--- src/hw/rtl/yaml_escape_to_utf8_decoder_unit_macros.svh ---
// Assertion macros used by the escape decoder unit RTL.
`ifndef YAML_ESCAPE_TO_UTF8_DECODER_UNIT_MACROS_SVH
`define YAML_ESCAPE_TO_UTF8_DECODER_UNIT_MACROS_SVH

// The consequent must hold in the same cycle as the antecedent.
`define YED_ASSERT_NOW(label, ante, cons) \
    label: assert property (@(posedge i_clk) disable iff (!i_rst_n) (ante) |-> (cons)) \
        else $error("yed: same-cycle check failed");

// The consequent must hold in the cycle after the antecedent.
`define YED_ASSERT_NEXT(label, ante, cons) \
    label: assert property (@(posedge i_clk) disable iff (!i_rst_n) (ante) |=> (cons)) \
        else $error("yed: next-cycle check failed");

`endif

--- src/hw/rtl/yed_pkg.sv ---
// Types, character codes and UTF-8 encoding for the escape decoder.
`default_nettype none

package yed_pkg;

    // Decoder modes; the fourth code is never entered and decodes as plain.
    typedef enum logic [1:0] {
        MODE_PLAIN = 2'd0,
        MODE_ESC   = 2'd1,
        MODE_HEX   = 2'd2
    } t_mode;

    // Escape state carried from one input word to the next.
    typedef struct packed {
        t_mode       mode;
        logic [31:0] accum;
        logic [3:0]  digits;
    } t_state;

    // Up to five output bytes caused by one input word, first byte at index 0.
    localparam int unsigned MaxBytes = 5;
    typedef struct packed {
        logic [MaxBytes-1:0][7:0] bytes;
        logic [2:0]               cnt;
    } t_bundle;

    // One to four UTF-8 bytes of a code point.
    typedef struct packed {
        logic [3:0][7:0] bytes;
        logic [2:0]      cnt;
    } t_utf8;

    // Character codes.
    localparam logic [7:0] CH_BSLASH = 8'h5C;
    localparam logic [7:0] CH_ZERO   = 8'h30;
    localparam logic [7:0] CH_NINE   = 8'h39;
    localparam logic [7:0] CH_UA     = 8'h41;
    localparam logic [7:0] CH_UF     = 8'h46;
    localparam logic [7:0] CH_LA     = 8'h61;
    localparam logic [7:0] CH_LF     = 8'h66;
    localparam logic [7:0] CH_LB     = 8'h62;
    localparam logic [7:0] CH_LT     = 8'h74;
    localparam logic [7:0] CH_LN     = 8'h6E;
    localparam logic [7:0] CH_LV     = 8'h76;
    localparam logic [7:0] CH_LR     = 8'h72;
    localparam logic [7:0] CH_LE     = 8'h65;
    localparam logic [7:0] CH_UN     = 8'h4E;
    localparam logic [7:0] CH_UNDER  = 8'h5F;
    localparam logic [7:0] CH_UL     = 8'h4C;
    localparam logic [7:0] CH_UP     = 8'h50;
    localparam logic [7:0] CH_LX     = 8'h78;
    localparam logic [7:0] CH_LU     = 8'h75;
    localparam logic [7:0] CH_UU     = 8'h55;

    // Control bytes produced by the single-letter escapes.
    localparam logic [7:0] BYTE_NUL = 8'h00;
    localparam logic [7:0] BYTE_BEL = 8'h07;
    localparam logic [7:0] BYTE_BS  = 8'h08;
    localparam logic [7:0] BYTE_TAB = 8'h09;
    localparam logic [7:0] BYTE_LF  = 8'h0A;
    localparam logic [7:0] BYTE_VT  = 8'h0B;
    localparam logic [7:0] BYTE_FF  = 8'h0C;
    localparam logic [7:0] BYTE_CR  = 8'h0D;
    localparam logic [7:0] BYTE_ESC = 8'h1B;

    // Code points of the named Unicode escapes.
    localparam logic [31:0] CP_NEL  = 32'h0000_0085;
    localparam logic [31:0] CP_NBSP = 32'h0000_00A0;
    localparam logic [31:0] CP_LS   = 32'h0000_2028;
    localparam logic [31:0] CP_PS   = 32'h0000_2029;

    // Encoding range limits.
    localparam logic [31:0] LIM_1B = 32'h0000_007F;
    localparam logic [31:0] LIM_2B = 32'h0000_07FF;
    localparam logic [31:0] LIM_3B = 32'h0000_FFFF;
    localparam logic [31:0] LIM_4B = 32'h001F_FFFF;

    // Hex digit count for each code point escape.
    localparam logic [3:0] DIGITS_X  = 4'd2;
    localparam logic [3:0] DIGITS_U4 = 4'd4;
    localparam logic [3:0] DIGITS_U8 = 4'd8;

    // Hex digit test: bit 4 flags a digit, bits 3:0 give its value.
    function automatic logic [4:0] hex_digit(input logic [7:0] b);
        logic [7:0] v;
        begin
            v = 8'h00;
            if (b >= CH_ZERO && b <= CH_NINE) begin
                v = b - CH_ZERO;
                hex_digit = {1'b1, v[3:0]};
            end else if (b >= CH_UA && b <= CH_UF) begin
                v = b - CH_UA + 8'd10;
                hex_digit = {1'b1, v[3:0]};
            end else if (b >= CH_LA && b <= CH_LF) begin
                v = b - CH_LA + 8'd10;
                hex_digit = {1'b1, v[3:0]};
            end else begin
                hex_digit = 5'd0;
            end
        end
    endfunction

    // UTF-8 encoding; a value beyond the four-byte range gives no bytes.
    function automatic t_utf8 utf8_encode(input logic [31:0] cp);
        t_utf8 r;
        begin
            r.bytes = '0;
            r.cnt   = 3'd0;
            if (cp <= LIM_1B) begin
                r.bytes[0] = cp[7:0];
                r.cnt      = 3'd1;
            end else if (cp <= LIM_2B) begin
                r.bytes[0] = {3'b110, cp[10:6]};
                r.bytes[1] = {2'b10, cp[5:0]};
                r.cnt      = 3'd2;
            end else if (cp <= LIM_3B) begin
                r.bytes[0] = {4'b1110, cp[15:12]};
                r.bytes[1] = {2'b10, cp[11:6]};
                r.bytes[2] = {2'b10, cp[5:0]};
                r.cnt      = 3'd3;
            end else if (cp <= LIM_4B) begin
                r.bytes[0] = {5'b11110, cp[20:18]};
                r.bytes[1] = {2'b10, cp[17:12]};
                r.bytes[2] = {2'b10, cp[11:6]};
                r.bytes[3] = {2'b10, cp[5:0]};
                r.cnt      = 3'd4;
            end
            utf8_encode = r;
        end
    endfunction

endpackage

`default_nettype wire

--- src/hw/rtl/yed_in_if.sv ---
// Input channel: one raw byte or a flush marker per word.
`default_nettype none

interface yed_in_if;
    logic       valid;
    logic       ready;
    logic [7:0] in_byte;
    logic       flush;

    modport source (output valid, output in_byte, output flush, input ready);
    modport sink (input valid, input in_byte, input flush, output ready);
endinterface

`default_nettype wire

--- src/hw/rtl/yed_out_if.sv ---
// Output channel: one decoded byte per word, last marks the end of a group.
`default_nettype none

interface yed_out_if;
    logic       valid;
    logic       ready;
    logic [7:0] out_byte;
    logic       last;

    modport source (output valid, output out_byte, output last, input ready);
    modport sink (input valid, input out_byte, input last, output ready);
endinterface

`default_nettype wire

--- src/hw/rtl/yed_decode.sv ---
// Escape state register and the decode of one input word into a byte group.
`default_nettype none

module yed_decode (
    input  wire logic            i_clk,
    input  wire logic            i_rst_n,
    input  wire logic            i_take,
    input  wire logic [7:0]      i_byte,
    input  wire logic            i_flush,
    output yed_pkg::t_bundle     o_bundle
);
    import yed_pkg::*;

    t_state     r_st;
    t_state     n_st;
    logic [4:0] hex;
    logic       code_en;
    logic [31:0] code_cp;
    logic       extra_en;
    logic [7:0] extra_b;
    t_utf8      enc;
    logic [2:0] code_cnt;
    logic [31:0] acc_shift;
    logic [3:0] dig_dec;

    assign hex       = hex_digit(i_byte);
    assign acc_shift = {r_st.accum[27:0], hex[3:0]};
    assign dig_dec   = r_st.digits - 4'd1;

    // Next escape state and what this word emits: a code point, then one byte.
    always_comb begin
        n_st     = r_st;
        code_en  = 1'b0;
        code_cp  = r_st.accum;
        extra_en = 1'b0;
        extra_b  = i_byte;
        if (i_flush) begin
            n_st.mode   = MODE_PLAIN;
            n_st.accum  = 32'd0;
            n_st.digits = 4'd0;
        end else begin
            unique case (r_st.mode)
                MODE_ESC: begin
                    n_st.mode = MODE_PLAIN;
                    extra_en  = 1'b1;
                    unique case (i_byte)
                        CH_ZERO:  extra_b = BYTE_NUL;
                        CH_LA:    extra_b = BYTE_BEL;
                        CH_LB:    extra_b = BYTE_BS;
                        CH_LT:    extra_b = BYTE_TAB;
                        CH_LN:    extra_b = BYTE_LF;
                        CH_LV:    extra_b = BYTE_VT;
                        CH_LF:    extra_b = BYTE_FF;
                        CH_LR:    extra_b = BYTE_CR;
                        CH_LE:    extra_b = BYTE_ESC;
                        CH_UN: begin
                            extra_en = 1'b0;
                            code_en  = 1'b1;
                            code_cp  = CP_NEL;
                        end
                        CH_UNDER: begin
                            extra_en = 1'b0;
                            code_en  = 1'b1;
                            code_cp  = CP_NBSP;
                        end
                        CH_UL: begin
                            extra_en = 1'b0;
                            code_en  = 1'b1;
                            code_cp  = CP_LS;
                        end
                        CH_UP: begin
                            extra_en = 1'b0;
                            code_en  = 1'b1;
                            code_cp  = CP_PS;
                        end
                        CH_LX, CH_LU, CH_UU: begin
                            extra_en    = 1'b0;
                            n_st.mode   = MODE_HEX;
                            n_st.accum  = 32'd0;
                            n_st.digits = (i_byte == CH_LX) ? DIGITS_X :
                                          (i_byte == CH_LU) ? DIGITS_U4 : DIGITS_U8;
                        end
                        default: extra_b = i_byte;
                    endcase
                end
                MODE_HEX: begin
                    if (hex[4] && r_st.digits != 4'd0) begin
                        // Another digit; the last one closes the escape.
                        n_st.accum  = acc_shift;
                        n_st.digits = dig_dec;
                        if (dig_dec == 4'd0) begin
                            code_en    = 1'b1;
                            code_cp    = acc_shift;
                            n_st.mode  = MODE_PLAIN;
                            n_st.accum = 32'd0;
                        end
                    end else begin
                        // Digits ended early: emit the value, then treat the byte.
                        code_en     = 1'b1;
                        n_st.accum  = 32'd0;
                        n_st.digits = 4'd0;
                        n_st.mode   = MODE_PLAIN;
                        if (!hex[4] && i_byte == CH_BSLASH) begin
                            n_st.mode = MODE_ESC;
                        end else begin
                            extra_en = 1'b1;
                        end
                    end
                end
                default: begin
                    if (i_byte == CH_BSLASH) begin
                        n_st.mode = MODE_ESC;
                    end else begin
                        n_st.mode = MODE_PLAIN;
                        extra_en  = 1'b1;
                    end
                end
            endcase
        end
    end

    // Pack the code point bytes and the trailing byte into one group.
    assign enc      = utf8_encode(code_cp);
    assign code_cnt = code_en ? enc.cnt : 3'd0;

    always_comb begin
        o_bundle.cnt = code_cnt + {2'b00, extra_en};
        for (int i = 0; i < MaxBytes; i++) begin
            if (i < 4 && 3'(i) < code_cnt) begin
                o_bundle.bytes[i] = enc.bytes[i % 4];
            end else begin
                o_bundle.bytes[i] = extra_b;
            end
        end
    end

    // Escape state register.
    always_ff @(posedge i_clk) begin
        if (!i_rst_n) begin
            r_st.mode   <= MODE_PLAIN;
            r_st.accum  <= 32'd0;
            r_st.digits <= 4'd0;
        end else if (i_take) begin
            r_st <= n_st;
        end
    end

endmodule

`default_nettype wire

--- src/hw/rtl/yaml_escape_to_utf8_decoder_unit.sv ---
// An accepted word's group is registered in the group queue before its bytes are offered.
// One input word per cycle is taken while the queue is not full and each word yields
// at most one byte; a word yielding k bytes (up to five) holds the single-byte output
// port until its bytes are taken. Input waits while the two-entry group queue is full.
// Reset (synchronous, active low) clears the escape state and empties the group queue.
`default_nettype none

module yaml_escape_to_utf8_decoder_unit (
    input  wire logic i_clk,
    input  wire logic i_rst_n,
    yed_in_if.sink    i_in,
    yed_out_if.source o_out
);
    import yed_pkg::*;

    `include "yaml_escape_to_utf8_decoder_unit_macros.svh"

    t_bundle    dec_bundle;
    t_bundle    r_slot [2];
    logic       r_wp;
    logic       r_rp;
    logic [1:0] r_cnt;
    logic [2:0] r_idx;
    t_bundle    cur;
    logic       take;
    logic       push;
    logic       pop;
    logic       is_last;

    // Decode stage; it advances the escape state on every accepted word.
    yed_decode u_decode (
        .i_clk    (i_clk),
        .i_rst_n  (i_rst_n),
        .i_take   (take),
        .i_byte   (i_in.in_byte),
        .i_flush  (i_in.flush),
        .o_bundle (dec_bundle)
    );

    // Handshakes; words that yield no bytes do not enter the queue.
    assign i_in.ready = (r_cnt != 2'd2);
    assign take       = i_in.valid && i_in.ready;
    assign push       = take && (dec_bundle.cnt != 3'd0);
    assign cur        = r_slot[r_rp];
    assign is_last    = (r_idx == 3'(cur.cnt - 3'd1));
    assign pop        = o_out.valid && o_out.ready && is_last;

    // Byte serializer over the head group.
    assign o_out.valid    = (r_cnt != 2'd0);
    assign o_out.out_byte = cur.bytes[r_idx];
    assign o_out.last     = is_last;

    // Group payload storage.
    always_ff @(posedge i_clk) begin
        if (push) begin
            r_slot[r_wp] <= dec_bundle;
        end
    end

    // Queue pointers, fill count and byte index.
    always_ff @(posedge i_clk) begin
        if (!i_rst_n) begin
            r_wp  <= 1'b0;
            r_rp  <= 1'b0;
            r_cnt <= 2'd0;
            r_idx <= 3'd0;
        end else begin
            if (push) begin
                r_wp <= ~r_wp;
            end
            if (pop) begin
                r_rp  <= ~r_rp;
                r_idx <= 3'd0;
            end else if (o_out.valid && o_out.ready) begin
                r_idx <= r_idx + 3'd1;
            end
            if (push && !pop) begin
                r_cnt <= r_cnt + 2'd1;
            end else if (pop && !push) begin
                r_cnt <= r_cnt - 2'd1;
            end
        end
    end

    // A queued group always holds one to five bytes and the index stays inside it.
    `YED_ASSERT_NOW(a_group_size, o_out.valid, cur.cnt != 3'd0 && cur.cnt <= 3'd5)
    `YED_ASSERT_NOW(a_idx_in_group, o_out.valid, r_idx < cur.cnt)
    // The queue never overfills.
    `YED_ASSERT_NOW(a_no_overfill, 1'b1, r_cnt != 2'd3)
    // A push without a pop grows the queue by one group.
    `YED_ASSERT_NEXT(a_push_grows, push && !pop, r_cnt == $past(r_cnt) + 2'd1)

endmodule

`default_nettype wire

--- src/flat_wrapper.sv ---
// flat-port wrapper written by rule: the top's interface ports become plain ports
module yaml_escape_to_utf8_decoder_unit_flat import yed_pkg::*;
  (i_clk, i_rst_n, i_in_valid, i_in_in_byte, i_in_flush, i_in_ready, o_out_valid, o_out_out_byte, o_out_last, o_out_ready);
  yed_in_if i_in_i ();
  yed_out_if o_out_i ();
  input  wire logic i_clk;
  input  wire logic i_rst_n;
  input wire logic [$bits(i_in_i.valid)-1:0] i_in_valid;
  input wire logic [$bits(i_in_i.in_byte)-1:0] i_in_in_byte;
  input wire logic [$bits(i_in_i.flush)-1:0] i_in_flush;
  output wire logic [$bits(i_in_i.ready)-1:0] i_in_ready;
  output wire logic [$bits(o_out_i.valid)-1:0] o_out_valid;
  output wire logic [$bits(o_out_i.out_byte)-1:0] o_out_out_byte;
  output wire logic [$bits(o_out_i.last)-1:0] o_out_last;
  input wire logic [$bits(o_out_i.ready)-1:0] o_out_ready;
  assign i_in_i.valid = i_in_valid;
  assign i_in_i.in_byte = i_in_in_byte;
  assign i_in_i.flush = i_in_flush;
  assign i_in_ready = i_in_i.ready;
  assign o_out_valid = o_out_i.valid;
  assign o_out_out_byte = o_out_i.out_byte;
  assign o_out_last = o_out_i.last;
  assign o_out_i.ready = o_out_ready;
  yaml_escape_to_utf8_decoder_unit u_core (.i_clk(i_clk), .i_rst_n(i_rst_n), .i_in(i_in_i), .o_out(o_out_i));
endmodule
--- config.mk ---
export PLATFORM = sky130hd
export DESIGN_NAME = yaml_escape_to_utf8_decoder_unit_flat
export DESIGN_NICKNAME = d
export VERILOG_FILES = /design/src/hw/rtl/yed_pkg.sv /design/src/hw/rtl/yed_in_if.sv /design/src/hw/rtl/yed_out_if.sv /design/src/hw/rtl/yed_decode.sv /design/src/hw/rtl/yaml_escape_to_utf8_decoder_unit.sv /design/src/flat_wrapper.sv
export VERILOG_INCLUDE_DIRS = /design/src /design/src/hw/rtl
export SDC_FILE = /design/constraint.sdc
export NUM_CORES = 1
export LEC_CHECK = 0
export BUFFER_PORTS_ARGS = -buffer_cell sky130_fd_sc_hd__buf_2
export CAP_MARGIN = 15
export CELL_PAD_IN_SITES_DETAIL_PLACEMENT = 0
export CELL_PAD_IN_SITES_GLOBAL_PLACEMENT = 1
export CORE_ASPECT_RATIO = 0.5
export CORE_MARGIN = 2
export CORE_UTILIZATION = 25
export DETAILED_ROUTE_END_ITERATION = 8
export HOLD_SLACK_MARGIN = 0.05
export PLACE_DENSITY_LB_ADDON = 0.05
export SYNTH_ARGS = -nofsm -noshare
export SYNTH_HDL_FRONTEND = slang
export SYNTH_SLANG_ARGS = --single-unit
--- constraint.sdc ---
create_clock -name i_clk -period 8.35 [get_ports i_clk]
set_input_delay 0.835 -clock i_clk [delete_from_list [all_inputs] [get_ports i_clk]]
set_output_delay 0.835 -clock i_clk [all_outputs]
set_load 0.01 [all_outputs]
Yosys cells after proc, flatten, opt, wreduce, memory -nomap -nowiden
Memory sizes are Yosys's and may differ from the RTL's. A register that Yosys moved wholly into a read port is not among the register bits.
Index checks and enable logic that the tools add are counted.

storage, ports and cells
  bits in registers = 45
  latch bits = 0
  RAM bits = 86
  bits in read-only memories = 0
  word-level logic and storage cells = 141
  memories kept = 1

operators by class
  add/subtract/negate cells = 11
  $mul = 0
  divide/modulo/power cells = 0
  $lt $le $gt $ge = 15
  equal/unequal tests = 23
  shift operators = 0
  muxes and demuxes = 55
  bitwise gates (word level) = 3
  reductions and logical operators = 26

memories
  memory         depth  width  rd ports  clocked after Yosys merged registers in  write ports  line                                    text
  u_core.r_slot  2      43     1         1                                        1            yaml_escape_to_utf8_decoder_unit.sv:19  t_bundle r_slot [2];

operators with widths
  kind                                                                number
  two-way mux 35 bit                                                  4
  equality test 8 x 7 -> 1 bit (second input constant)                16
  one-hot mux 32 bit (4 select lines)                                 1
  two-way mux 38 bit                                                  3
  two-way mux 32 bit                                                  3
  one-hot mux 36 bit (2 select lines)                                 1
  one-hot mux 8 bit (9 select lines)                                  1
  two-way mux 8 bit                                                   8
  one-hot mux 32 bit (2 select lines)                                 1
  two-way mux 34 bit                                                  1
  <= comparator 32 x 11 -> 1 bit (second input constant)              1
  <= comparator 32 x 16 -> 1 bit (second input constant)              1
  <= comparator 32 x 21 -> 1 bit (second input constant)              1
  <= comparator 32 x 7 -> 1 bit (second input constant)               1
  two-way mux 27 bit                                                  1
  binary-select mux 8 bit (select 3 bit)                              1
  two-way mux 24 bit                                                  1
  two-way mux 19 bit                                                  1
  greater-or-equal comparator 8 x 7 -> 1 bit (second input constant)  2
  <= comparator 8 x 7 -> 1 bit (second input constant)                2
  two-way mux 16 bit                                                  1
  subtractor 4 x 1 -> 4 bit (second input constant)                   4
  two-way mux 1 bit                                                   15
  two-way mux 5 bit                                                   3
  other kinds (37)                                                    59

Depth between registers and ports, before layout
  depth after elaboration = 25
  mapped depth = 22

By module
A second synthesis with hierarchy kept.

second synthesis, totals
  cell total of the unflattened synthesis = 713
  area, all modules = 7328.3 um2

by module, submodules not included
  module                            times used  cells each  area an instance (um2)  seq. area each (um2)
  yaml_escape_to_utf8_decoder_unit  1           190         3667.3                  2742.6
  yed_decode                        1           523         3661.0                  760.7

Worst setup path before layout
Ideal clock, no wire load.

  path type = input port to flip-flop
  start point = in i_in_in_byte[0]
  end point = mem u_core.r_slot[1][0] (netlist bit), enable pin
  arrival time = 5.627 ns
  required time = 7.945 ns
  path slack = 2.318 ns
  stages on the path = 19
  path buffers = 4
  cell sequence = clkbuf_1 > inv_1 > ha_1 > or3b_1 > a22oi_2 > or4_4 > buf_6 > o21ai_2 > nand2b_1 > buf_4 > a221o_1 > buf_6 > nor2_1 > nor2_1 > ha_1 > ha_1 > or4_4 > a31oi_2 > and2_1

on the way
  word-level cells in the longest chain between the ends = 23

RTL lines
  what                                                            line                                         text
  start: declaration                                              flat_wrapper.sv:9                            input wire logic [$bits(i_in_i.in_byte)-1:0] i_in_in_byte;
  subtractor 4 x 1 -> 4 bit, or another cell as far along         yed_pkg.sv:92, yed_pkg.sv:95
  adder 4 bit / logical AND 1 bit (equally long branches)         yed_pkg.sv:92, yed_pkg.sv:95, yed_pkg.sv:94
  two-way mux 5 bit                                               yed_pkg.sv:94                                end else if (b >= CH_LA && b <= CH_LF) begin
  two-way mux 5 bit                                               yed_pkg.sv:91                                end else if (b >= CH_UA && b <= CH_UF) begin
  two-way mux 5 bit                                               yed_pkg.sv:88                                if (b >= CH_ZERO && b <= CH_NINE) begin
  two-way mux 32 bit / logical AND 1 bit (equally long branches)  yed_decode.sv:91, yed_decode.sv:87
  two-way mux 32 bit                                              yed_decode.sv:87                             if (hex[4] && r_st.digits != 4'd0) begin
  one-hot mux 32 bit (2 select lines)                             yed_decode.sv:42                             unique case (r_st.mode)
  [8 not listed]                                                  --
  two-way mux 11 bit                                              yed_pkg.sv:109                               if (cp <= LIM_1B) begin
  two-way mux 3 bit                                               yed_decode.sv:124                            assign code_cnt = code_en ? enc.cnt : 3'd0;
  adder 3 x 1 -> 3 bit (*)                                        yed_decode.sv:127                            o_bundle.cnt = code_cnt + {2'b00, extra_en};
  nonzero test 3 bit (*)                                          yaml_escape_to_utf8_decoder_unit.sv:43       assign push = take && (dec_bundle.cnt != 3'd0);
  logical AND 1 bit (*)                                           yaml_escape_to_utf8_decoder_unit.sv:43
  via u_core.push                                                 yaml_escape_to_utf8_decoder_unit.sv:26       logic push;
  two-way mux 1 bit (*)                                           yaml_escape_to_utf8_decoder_unit.sv:55       if (push) begin
  two-way mux 1 bit (implied by the code) (*)                     yaml_escape_to_utf8_decoder_unit.sv:56       r_slot[r_wp] <= dec_bundle;
  end: declaration                                                yaml_escape_to_utf8_decoder_unit.sv:19

The timed path passes the listed nets; every way through them passes the cells marked *. The select of a mux whose other input is x is not followed.

Worst setup path in the final report
  start point = in i_in_in_byte[1]
  end point = mem u_core.r_slot[1][3] (netlist bit), enable pin

The elaborated chain is that of the path after synthesis.

==> summary.md <==
| Metric | Value |
|---|---|
| Most common cell on crit path | `ha_1` |
| Worst path bufs/invs | `2` |
| WS Path Type | `in -> reg` |
| Seq/Total Area, Yosys | `46.77%` |
| Largest stage delay on the critical path | `between 0.9 and 1 ns` |
| Req. time, crit path | `8.39 ns` |
| Main flop type after synthesis | `edfxtp_1` |
| All-layer global routing usage | `15.68%` |
| Worst slew margin | `16.63%` |
| FF+latch area | `3505 um^2` |
| Crit path launch type | `primary input` |
| Worst Tran Pin Value | `roughly 1.3 ns` |
| Global placer's final weighted congestion | `0.8248` |
| Clock sinks | `132` |
| Final Hold Fails | `0` |
| Antenna Cells | `0` |
| Fillcell total | `between 3000 and 4000` |
| First-pass GRT wire length | `36840 um` |
| Worst Path Max Fanout | `43` |
| CTS tree | `built` |
| Die area | `31450 um^2` |
| Clock slew at reported path FFs | `0.06 ns` |
| DRT iter0 DRCs | `365` |
| Setup TNS | `0 ns` |
| Largest net degree at the start of global routing | `45` |
| H-tree Lvls | `4` |
| FMAX | `~160 MHz` |
| Nets@finish | `761` |
| Final wirelength | `23960 um` |
| Synth area leaders | `edfxtp_1 (34%), dfxtp_1 (12%), mux4_2 (4.8%)` |
| Row cnt | `44` |
| Placed cell areas | `around 8000 um^2` |
| Yosys warns | `0` |
| Ys async rst share | `0%` |
| WP data arrival | `6.19 ns` |
| Residual DRC count | `0` |
| PostCTS Resize Cnt | `0` |
| Post-DP HPWL | `approximately 17000 um` |
| Peak supply drop | `140.3 uV` |
| Leak pwr | `2.781 nW` |
| Syn nets | `758` |
| Final setup violation count | `0` |
| PwrDens | `about 190 nW/um^2` |
| Num ports | `24` |
| Worst-case clock skew | `0.009784 ns` |
| Setup Fix Bufs, Post-CTS | `0` |
| Design area | `about 8600 um^2` |
| Final period utilization | `73.60%` |
| DRT antenna net count | `0` |
| Post-CTS Hold Buffers | `0` |
| Height of the die | `between 100 and 150 um` |
| CTS Buf Count | `17` |
| # port buffers | `23` |
| Cell count after synthesis | `731` |
| Post-synth EDFFs | `between 80 and 90` |
| Initial antenna violation count | `0` |
| Initial Utilization | `approximately 26%` |
| GRT overflow | `0` |
| First-pass DRT Iterations | `5` |
| Tot Pwr | `1.661 mW` |
| Layout cell share with drive strength beyond 1 | `15.53%` |
| Seq cells post-synth | `132` |
| Synth cell types | `76` |
| Post-Syn Area | `7491 um^2` |
| Dpl ws | `1.804 ns` |
| Max Root-Sink Buffers | `2` |
| Layout area overhead | `14.33%` |
| Pins Over Slew Limit | `0` |
| CP delay by family, top | `simple AND/OR/NAND/NOR gates` |
| Crit path cell chain | `buf_2, inv_1, ha_1, or3b_2, a21oi_1, o21ai_1, nand2b_1, a221o_1, nor2_1, nor2_1, ha_1, ha_1, or4_4, a31oi_2, and2_2` |
| Tmin final | `6.145 ns` |
| Clock root buffer | `clkbuf_16` |
| Vias per Instance | `roughly 5` |
| Core box area | `29230 um^2` |
| Slowest stage cell, crit path | `and2_2` |
| Vias | `about 5700` |
| Nature of the critical path endpoint | `flip-flop` |
| Clk_lat worst skew | `0.43 ns` |
| Avg WL per Cell | `21.05 um` |
| Max cap viols | `0` |
| Final worst slack | `2.205 ns` |
| Cell taking the most area after synthesis | `edfxtp_1` |
| Number of global-route vias before repair | `about 5600` |
| Worst hold path class | `reg -> reg` |
| Setup repair after global routing missed its margin | `no` |
| Syn Area/Cell | `about 10 um^2` |
| Top-area cell type share of the netlist area | `34.47%` |
| Horiz. Die Dim | `248.8 um` |
| Multi-input logic area | `3736 um^2` |
| Outcome | `finished clean` |
-- report_power, final --
| part | leakage, nW | switching, mW | internal [mW] |
|---|---|---|---|
| Combinational | 1.33 | 0.0944 | 0.0563 |
| Clock | 0.290 | 0.309 | 0.473 |
| Sequential | 1.16 | 0.00848 | 0.719 |
| Total | 2.78 | 0.412 | 1.25 |
-- Yosys cell counts, drive strengths merged, types with 2 or more instances --
cell type,number
nand2,94
edfxtp,86
nand3,49
dfxtp,46
o21ai,44
nor2,42
a21boi,37
clkbuf,32
mux2i,30
a21oi,23
inv,16
mux4,16
nor3,15
buf,14
ha,14
nor2b,13
a22oi,11
o22ai,11
and2,10
a31oi,8
mux2,8
or2,8
xnor2,8
a22o,7
nand2b,6
o31ai,6
a221o,5
nor4,5
o211ai,5
or3,5
or4,5
xor2,5
a21o,4
a221oi,4
and3,4
nand4,4
and3b,3
o21a,3
o32ai,3
or3b,3
o41ai,2
or2b,2
-- worst paths after layout --
check | cells after the start | start | slack (ns) | end
min | 2 | u_core.u_decode.r_st[33]$_SDFFE_PN0P_ | 0.47 | u_core.u_decode.r_st[33]$_SDFFE_PN0P_
max | 15 | i_in_in_byte[1] | 2.20 | u_core.r_slot[1][3]$_DFFE_PP_
max reg2reg | 15 | u_core.u_decode.r_st[0]$_SDFFE_PN0P_ | 2.68 | u_core.r_slot[1][3]$_DFFE_PP_
min reg2reg | 2 | u_core.u_decode.r_st[33]$_SDFFE_PN0P_ | 0.47 | u_core.u_decode.r_st[33]$_SDFFE_PN0P_
-- through the flow --
step | utilization [%] | std cells | hold slack [ns]
2_1_floorplan | - | 731 | 0.4406
3_3_place_gp | 27.22 | 1106 | 0.4584
3_5_place_dp | 27.22 | 1106 | 0.4601
4_1_cts | 29.30 | 1138 | 0.4689
5_1_grt | 29.30 | 1138 | 0.4918
6_report | 29.30 | 1138 | 0.4661
-- registers in the layout, summed over array words and instances, names as in the netlist, named ones only --
name,count
u_core.r_slot,86
u_core.u_decode.acc_shift,28
u_core.u_decode.r_st,10
u_core.r_idx,3
u_core.r_cnt,2
u_core.r_rp,1
u_core.r_wp,1
-- metal layers --
layer  part of all wire, %  track usage (%)
met1                    55            24.11
met5                     0                0
met2                    42            22.43
met3                   2.1            2.811
met4                   1.1            3.850
-- worst register-to-register path, cell delays in order (launching register included) --
cell and delay, ns:
dfxtp_1 0.45, inv_1 0.08, ha_1 0.26, nor2_1 0.14
a31oi_1 0.14, or2b_2 0.42, o21ai_2 0.24, nand2b_1 0.48
a221o_1 0.70, nor2_1 0.19, nor2_1 0.06, ha_1 0.17
ha_1 0.19, or4_4 0.54, a31oi_2 0.29, and2_2 0.94
-- cell usage in the layout, fill, tap and decap left out, drive strengths merged, types with 7 or more instances in the layout --
master,n
a21boi,37
a21oi,23
a22o,7
a22oi,11
a31oi,8
and2,10
buf,30
clkbuf,18
dfxtp,46
edfxtp,86
ha,14
inv,19
mux2,8
mux2i,30
mux4,16
nand2,94
nand3,49
nor2,42
nor2b,13
nor3,15
o21ai,44
o22ai,11
or2,8
xnor2,8
-- logic make-up (layout without fill, tap and decap cells) --
| logic type | count (synthesis) | after routing | share of synthesized area [%] |
|---|---|---|---|
| DFF | 132 | 132 | 46.77 |
| adders and majority gates | 14 | 14 | 2.338 |
| AOI/OAI and AO/OA | 185 | 185 | 17.67 |
| buffers and inverters | 62 | 78 | 3.574 |
| xor gates and xnor gates | 13 | 13 | 1.520 |
| and+or+nand+nor | 271 | 271 | 18.11 |
| muxes | 54 | 54 | 10.02 |
-- area by class of cell --
type | count | share of cell area, %
repair buffers | 30 | 1.958
multi-input cells | 537 | 43.62
flip-flops and latches | 132 | 40.92
clock inverters | 14 | 2.075
clock buffers | 18 | 5.011
well taps | 391 | 5.712
inverters | 16 | 0.7012
Note: power is estimated with default switching activity, not from simulation.
